[config.mk]
export PLATFORM = sky130hd
export DESIGN_NAME = pnp_ctrl
export DESIGN_NICKNAME = d
export VERILOG_FILES = /design/src/sv/pnp_pkg.sv /design/src/sv/pnp_ctrl.sv
export SDC_FILE = /design/constraint.sdc
export NUM_CORES = 1
export LEC_CHECK = 0
export BUFFER_PORTS_ARGS = -buffer_cell sky130_fd_sc_hd__buf_2
export CORE_ASPECT_RATIO = 1.2
export CORE_MARGIN = 5
export CORE_UTILIZATION = 50
export CTS_CLUSTER_DIAMETER = 100
export DETAILED_ROUTE_END_ITERATION = 8
export PLACE_DENSITY = 0.75
export SLEW_MARGIN = 20
export SYNTH_ARGS = -nofsm -noshare
export SYNTH_HDL_FRONTEND = slang
export SYNTH_SLANG_ARGS = --single-unit
[constraint.sdc]
create_clock -name clock -period 1.95 [get_ports clock]
set_clock_uncertainty 0.1 [all_clocks]
set_input_delay 0.195 -clock clock [delete_from_list [all_inputs] [get_ports clock]]
set_output_delay 0.195 -clock clock [all_outputs]
set_load 0.005 [all_outputs]
[src/sv/pnp_pkg.sv]
// Package of shared constants, types and arithmetic helpers for the polyline nearest-point block.
`timescale 1ns / 1ps
`default_nettype none
package pnp_pkg;

   localparam int MAX_POINTS = 1024;
   localparam int COORD_BITS = 30;
   localparam int ADDR_W     = $clog2(MAX_POINTS);
   localparam int CNT_W      = $clog2(MAX_POINTS + 1);
   localparam int DIFF_W     = COORD_BITS + 1;
   localparam int SQ_W       = 2 * DIFF_W;
   localparam int DOT_W      = SQ_W + 1;
   localparam int MUL_W      = 2 * DIFF_W + 2;
   localparam int QUO_W      = DIFF_W;
   localparam int NUM_W      = SQ_W + QUO_W - 1;
   localparam int DIST_W     = 61;
   localparam int INTP_W     = COORD_BITS + 2;
   localparam int WORD_W     = 3 * COORD_BITS + 1;
   localparam int QCNT_W     = $clog2(QUO_W + 1);

   localparam logic [DIST_W-1:0] BEST_LIMIT = DIST_W'(64'h7fffffff << 20);

   localparam logic [1:0] CMD_CLEAR  = 2'd0;
   localparam logic [1:0] CMD_APPEND = 2'd1;
   localparam logic [1:0] CMD_QUERY  = 2'd2;

   localparam logic [1:0] AX_X = 2'd0;
   localparam logic [1:0] AX_Y = 2'd1;
   localparam logic [1:0] AX_Z = 2'd2;

   localparam logic [4:0] OP_NONE     = 5'd0;
   localparam logic [4:0] OP_CLEAR    = 5'd1;
   localparam logic [4:0] OP_APPEND   = 5'd2;
   localparam logic [4:0] OP_QINIT    = 5'd3;
   localparam logic [4:0] OP_RD_NEXT  = 5'd4;
   localparam logic [4:0] OP_LAT_P1   = 5'd5;
   localparam logic [4:0] OP_LAT_P0   = 5'd6;
   localparam logic [4:0] OP_DIFF     = 5'd7;
   localparam logic [4:0] OP_L1       = 5'd8;
   localparam logic [4:0] OP_L2       = 5'd9;
   localparam logic [4:0] OP_D1       = 5'd10;
   localparam logic [4:0] OP_D2       = 5'd11;
   localparam logic [4:0] OP_IMLO     = 5'd12;
   localparam logic [4:0] OP_IMHI     = 5'd13;
   localparam logic [4:0] OP_IDIV     = 5'd14;
   localparam logic [4:0] OP_IFIN     = 5'd15;
   localparam logic [4:0] OP_DSQ1     = 5'd16;
   localparam logic [4:0] OP_DSQ2     = 5'd17;
   localparam logic [4:0] OP_SUPD     = 5'd18;
   localparam logic [4:0] OP_IDX_VTX  = 5'd19;
   localparam logic [4:0] OP_IDX_DEC  = 5'd20;
   localparam logic [4:0] OP_VSQ1     = 5'd21;
   localparam logic [4:0] OP_VSQ2     = 5'd22;
   localparam logic [4:0] OP_VCMP     = 5'd23;
   localparam logic [4:0] OP_RD_BIDX  = 5'd24;
   localparam logic [4:0] OP_RD_BNEXT = 5'd25;
   localparam logic [4:0] OP_SPLIT    = 5'd26;

   typedef struct packed {
      logic [4:0] op;
      logic [1:0] axis;
   } ctrl_cmd_type;

   typedef struct packed {
      logic count_zero;
      logic count_lt2;
      logic idx_zero;
      logic seg_skip;
      logic better;
      logic div_busy;
   } dp_status_type;

   function automatic logic signed [DIFF_W-1:0] sdiff(input logic signed [COORD_BITS-1:0] a,
                                                       input logic signed [COORD_BITS-1:0] b);
      return $signed({a[COORD_BITS-1], a}) - $signed({b[COORD_BITS-1], b});
   endfunction

   function automatic logic [DIFF_W-1:0] mag(input logic signed [DIFF_W-1:0] a);
      return a[DIFF_W-1] ? DIFF_W'(-a) : DIFF_W'(a);
   endfunction

endpackage
`default_nettype wire

[src/sv/pnp_ctrl.sv]
// Controller state machine that sequences the datapath through commands and queries.
`timescale 1ns / 1ps
`default_nettype none
module pnp_ctrl (
   input  wire logic                   clock,
   input  wire logic                   reset,
   input  wire logic                   start,
   input  wire logic [1:0]             req_command,
   input  wire pnp_pkg::dp_status_type status,
   output pnp_pkg::ctrl_cmd_type       cmd,
   output logic                        busy,
   output logic                        rsp_valid
);

   localparam logic [4:0] S_IDLE  = 5'd0;
   localparam logic [4:0] S_SRD1  = 5'd1;
   localparam logic [4:0] S_SRD0  = 5'd2;
   localparam logic [4:0] S_SLAT  = 5'd3;
   localparam logic [4:0] S_SDIFF = 5'd4;
   localparam logic [4:0] S_SL1   = 5'd5;
   localparam logic [4:0] S_SL2   = 5'd6;
   localparam logic [4:0] S_SD1   = 5'd7;
   localparam logic [4:0] S_SD2   = 5'd8;
   localparam logic [4:0] S_SCHK  = 5'd9;
   localparam logic [4:0] S_ILO   = 5'd10;
   localparam logic [4:0] S_IHI   = 5'd11;
   localparam logic [4:0] S_IDIV  = 5'd12;
   localparam logic [4:0] S_IWAIT = 5'd13;
   localparam logic [4:0] S_IFIN  = 5'd14;
   localparam logic [4:0] S_DSQ1  = 5'd15;
   localparam logic [4:0] S_DSQ2  = 5'd16;
   localparam logic [4:0] S_SCMP  = 5'd17;
   localparam logic [4:0] S_SUPD  = 5'd18;
   localparam logic [4:0] S_SNEXT = 5'd19;
   localparam logic [4:0] S_VRD   = 5'd20;
   localparam logic [4:0] S_VLAT  = 5'd21;
   localparam logic [4:0] S_V1    = 5'd22;
   localparam logic [4:0] S_V2    = 5'd23;
   localparam logic [4:0] S_VCMP  = 5'd24;
   localparam logic [4:0] S_VNEXT = 5'd25;
   localparam logic [4:0] S_FRD0  = 5'd26;
   localparam logic [4:0] S_FRD1  = 5'd27;
   localparam logic [4:0] S_FSPL  = 5'd28;
   localparam logic [4:0] S_OUT   = 5'd29;

   logic [4:0] state_ff, state_in;
   logic [1:0] axis_ff, axis_in;

   always_comb begin
      state_in = state_ff;
      axis_in  = axis_ff;
      cmd.op   = pnp_pkg::OP_NONE;
      cmd.axis = axis_ff;
      unique case (state_ff)
         S_IDLE: begin
            if (start) begin
               unique case (req_command)
                  pnp_pkg::CMD_CLEAR:  cmd.op = pnp_pkg::OP_CLEAR;
                  pnp_pkg::CMD_APPEND: cmd.op = pnp_pkg::OP_APPEND;
                  pnp_pkg::CMD_QUERY: begin
                     cmd.op = pnp_pkg::OP_QINIT;
                     if (status.count_zero) begin
                        state_in = S_OUT;
                     end else if (status.count_lt2) begin
                        state_in = S_VRD;
                     end else begin
                        state_in = S_SRD1;
                     end
                  end
                  default: begin
                  end
               endcase
            end
         end
         S_SRD1: begin
            cmd.op   = pnp_pkg::OP_RD_NEXT;
            state_in = S_SRD0;
         end
         S_SRD0: begin
            cmd.op   = pnp_pkg::OP_LAT_P1;
            state_in = S_SLAT;
         end
         S_SLAT: begin
            cmd.op   = pnp_pkg::OP_LAT_P0;
            state_in = S_SDIFF;
         end
         S_SDIFF: begin
            cmd.op   = pnp_pkg::OP_DIFF;
            state_in = S_SL1;
         end
         S_SL1: begin
            cmd.op   = pnp_pkg::OP_L1;
            state_in = S_SL2;
         end
         S_SL2: begin
            cmd.op   = pnp_pkg::OP_L2;
            state_in = S_SD1;
         end
         S_SD1: begin
            cmd.op   = pnp_pkg::OP_D1;
            state_in = S_SD2;
         end
         S_SD2: begin
            cmd.op   = pnp_pkg::OP_D2;
            state_in = S_SCHK;
         end
         S_SCHK: begin
            axis_in  = pnp_pkg::AX_X;
            state_in = status.seg_skip ? S_SNEXT : S_ILO;
         end
         S_ILO: begin
            cmd.op   = pnp_pkg::OP_IMLO;
            state_in = S_IHI;
         end
         S_IHI: begin
            cmd.op   = pnp_pkg::OP_IMHI;
            state_in = S_IDIV;
         end
         S_IDIV: begin
            cmd.op   = pnp_pkg::OP_IDIV;
            state_in = S_IWAIT;
         end
         S_IWAIT: begin
            if (!status.div_busy) begin
               state_in = S_IFIN;
            end
         end
         S_IFIN: begin
            cmd.op = pnp_pkg::OP_IFIN;
            case (axis_ff)
               pnp_pkg::AX_X: begin
                  axis_in  = pnp_pkg::AX_Y;
                  state_in = S_ILO;
               end
               pnp_pkg::AX_Y: state_in = S_DSQ1;
               default:       state_in = S_SUPD;
            endcase
         end
         S_DSQ1: begin
            cmd.op   = pnp_pkg::OP_DSQ1;
            state_in = S_DSQ2;
         end
         S_DSQ2: begin
            cmd.op   = pnp_pkg::OP_DSQ2;
            state_in = S_SCMP;
         end
         S_SCMP: begin
            if (status.better) begin
               axis_in  = pnp_pkg::AX_Z;
               state_in = S_ILO;
            end else begin
               state_in = S_SNEXT;
            end
         end
         S_SUPD: begin
            cmd.op   = pnp_pkg::OP_SUPD;
            state_in = S_SNEXT;
         end
         S_SNEXT: begin
            if (status.idx_zero) begin
               cmd.op   = pnp_pkg::OP_IDX_VTX;
               state_in = S_VRD;
            end else begin
               cmd.op   = pnp_pkg::OP_IDX_DEC;
               state_in = S_SRD1;
            end
         end
         S_VRD:  state_in = S_VLAT;
         S_VLAT: begin
            cmd.op   = pnp_pkg::OP_LAT_P0;
            state_in = S_V1;
         end
         S_V1: begin
            cmd.op   = pnp_pkg::OP_VSQ1;
            state_in = S_V2;
         end
         S_V2: begin
            cmd.op   = pnp_pkg::OP_VSQ2;
            state_in = S_VCMP;
         end
         S_VCMP: begin
            cmd.op   = pnp_pkg::OP_VCMP;
            state_in = S_VNEXT;
         end
         S_VNEXT: begin
            if (status.idx_zero) begin
               state_in = S_FRD0;
            end else begin
               cmd.op   = pnp_pkg::OP_IDX_DEC;
               state_in = S_VRD;
            end
         end
         S_FRD0: begin
            cmd.op   = pnp_pkg::OP_RD_BIDX;
            state_in = S_FRD1;
         end
         S_FRD1: begin
            cmd.op   = pnp_pkg::OP_RD_BNEXT;
            state_in = S_FSPL;
         end
         S_FSPL: begin
            cmd.op   = pnp_pkg::OP_SPLIT;
            state_in = S_OUT;
         end
         S_OUT:   state_in = S_IDLE;
         default: state_in = S_IDLE;
      endcase
   end

   always_ff @(posedge clock) begin
      if (reset) begin
         state_ff <= S_IDLE;
         axis_ff  <= pnp_pkg::AX_X;
      end else begin
         state_ff <= state_in;
         axis_ff  <= axis_in;
      end
   end

   assign busy      = state_ff != S_IDLE;
   assign rsp_valid = state_ff == S_OUT;

endmodule
`default_nettype wire

==> impl_metrics.env <==
export IMPL_cts_made_buffers=3
export IMPL_fmax_mhz=535.7
export IMPL_rows=17
export IMPL_required_ns=1.65
export IMPL_cts_buffer_depth=2
export IMPL_slew_viol_final=0
export IMPL_cts_tree="done"
export IMPL_grt_max_degree=16
export IMPL_dpl_hpwl_mm=2.348
export IMPL_initial_core_util_pct=52.87
export IMPL_ant_nets=0
export IMPL_grt_ovfl_total=0
export IMPL_place_gp_congestion=0.9707
export IMPL_antenna_found_initial=0
export IMPL_stdcell_count=191
export IMPL_syn_area_sq_um=989.7
export IMPL_area_growth_pct=20.61
export IMPL_dpl_cell_count=185
export IMPL_ys_warn_count=0
export IMPL_period_needed_ns=1.867
export IMPL_final_util_pct=63.77
export IMPL_layout_drive_gt1_share_pct=31.40
export IMPL_fin_area_sq_um=1194
export IMPL_status="completed"
export IMPL_critPathCaptureType="output port"
export IMPL_synth_edf_count=0
export IMPL_cts_sinks=7
export IMPL_grt_total_usage_pct=20.74
export IMPL_synth_cells=146
export IMPL_worstHoldStart="reset"
export IMPL_synth_ff_type="dfxtp_1"
export IMPL_slew_headroom_pct=78.11
export IMPL_ys_async_sr_fraction_pct=0
export IMPL_htree_num_levels=1
export IMPL_syn_avg_cell_area_sq_um=6.779
export IMPL_synth_seq_cells=7
export IMPL_die_h_um=58.74
export IMPL_viasPerCell=6.356
export IMPL_core_sq_um=1872
export IMPL_die_area_sq_um=2973
export IMPL_seq_area_frac_synth_pct=14.16
export IMPL_grt_pass1_wl_mm=4.968
export IMPL_routed_wl_mm=3.107
export IMPL_path_clk_slew_ns=0.06
export IMPL_finish_net_count=185
export IMPL_drc=0
export IMPL_ys_top_cells_by_count="20 x nand2_1, 17 x a21oi_1, 11 x nor2_1"
export IMPL_synth_cell_types=44
export IMPL_ios=20
export IMPL_drv_cap=0
export IMPL_tightest_slew_ns=0.3278
export IMPL_power_leakage_nw=0.5031
export IMPL_synth_area_leader_cell="dfxtp_1"
export IMPL_crit_type="flop to output port"
export IMPL_crit_start="state_ff[1]"
export IMPL_placed_cell_area_sq_um=1116
export IMPL_syn_num_nets=158
export IMPL_hp_class="input pin to flop"
export IMPL_rsz0062_at_grt="true"
export IMPL_ir_worst_vdd_v=0.0009281
export IMPL_powerDensity_nw_per_um2=1598
export IMPL_setup_viol=0
export IMPL_reg2reg_from="state_ff[3]"
export IMPL_synth_top_area_share_pct=14.16
export IMPL_startpoint_type="flop"
export IMPL_clk_latency_ns=0.26
export IMPL_die_x_um=50.62
export IMPL_yosysMostFrequentCell="nand2_1"
export IMPL_grt_pass1_vias=1171
export IMPL_fin_setup_tns_ns=0
export IMPL_final_hold_violation_count=0
export IMPL_root_buffer="clkbuf_4"
export IMPL_dr_pass1_iters=4
export IMPL_vias=1214
export IMPL_numPortBuffers=19
export IMPL_worstPathMaxFanout=11
export IMPL_arrival_ns=1.57
export IMPL_drtIter0Drc=44
export IMPL_num_antenna_cells=0
export IMPL_timing_final_crit_share_pct=95.74
export IMPL_synth_area_leaders="dfxtp_1 14%, a21oi_1 8.6%, nand2_1 7.6%, buf_6 5.7%, nor2b_1 4.4%"
export IMPL_routedWlPerCell_um=16.27
-- worst paths after layout --
kind                       to  slack, ns  cells after the start
hold reg to reg    axis_ff[0]       0.40                      2
setup / recovery       cmd[2]       0.08                      6
hold / removal     axis_ff[1]       0.05                      2
setup reg to reg  state_ff[4]       0.34                      7
-- logic make-up after synthesis --
family,Yosys count,synth area share [%]
AOI/OAI and AO/OA,57,38.56
adders and majority gates,2,2.275
buffers and inverters,21,13.27
DFF,7,14.16
and+or+nand+nor,59,31.73
-- sequential cells by signal, summed over array words and instances (netlist names) --
name      flops
axis_ff       2
state_ff      5
-- routing by layer --
metal / GRT usage [%] / vias up / share of wire (%)
met5: 0 / - / 0
met4: 10.58 / 0 / 3.3
met3: 2.532 / 11 / 5.9
met2: 38.48 / 43 / 50
met1: 22.39 / 569 / 41
li1: - / 591 / -
-- per-stage QoR --
| stage | hold slack (ns) | total power (W) | setup slack (ns) |
|---|---|---|---|
| finish | 0.05265 | 0.001907 | 0.08314 |
| global route | 0.06713 | 0.002065 | -0.004933 |
| CTS | 0.05565 | 0.001823 | 0.007253 |
| detailed placement | 0.3314 | 0.001657 | 0.1843 |
| global placement | 0.3293 | 0.001631 | 0.1984 |
| floorplan | 0.1641 | 0.001262 | 0.4309 |
-- timing repair --
| item | in CTS | in global routing |
|---|---|---|
| gates cloned | 0 | 0 |
| pin swaps | 0 | 0 |
| setup buffers | 0 | 2 |
| endpoints found under the setup margin | 4 | 4 |
| resized for setup | 6 | 8 |
| hold buffers | 0 | 0 |
-- critical path, stage by stage, from the launching register on --
cell      delay (ns)
dfxtp_2         0.37
buf_4           0.18
nor2_4          0.12
and3b_1         0.23
nand2_1         0.09
o221ai_1        0.17
buf_2           0.15
-- final cells by class --
class	count	area, sq um
Timing Repair Buffer	36	222.7
Multi-Input combinational cell	118	740.7
Fill cell	181	678.2
Sequential cell	7	153.9
Inverter	7	26.28
Clock buffer	4	26.28
Tap cell	19	23.77
-- where the power goes --
part,internal [W],switching (W)
logic,0.000666,0.000762
registers,0.000208,0.000131
clock network,0.0000786,0.0000608
total,0.000953,0.000954
-- placed cells by master, fill, tap and decap left out, types with 2 or more instances in the layout --
master      n
nor3_1      4
dfxtp_4     3
nor2_4      2
o211ai_1    5
o221ai_1    2
buf_4      17
o31ai_1     2
nor2b_1     7
nand4_1     2
o31a_1      2
a22o_1      2
o22ai_1     3
nor2_1      9
nand2b_1    2
and4b_1     2
a2111oi_2   2
inv_2       2
nand3_1     3
o21ai_1     4
inv_1       5
o21ai_0     7
o21ba_1     2
clkbuf_4    3
a31oi_1     2
dfxtp_2     2
dfxtp_1     2
buf_2      19
a21oi_1    17
nand2_1    20
Power figures use the tool's default switching activity.
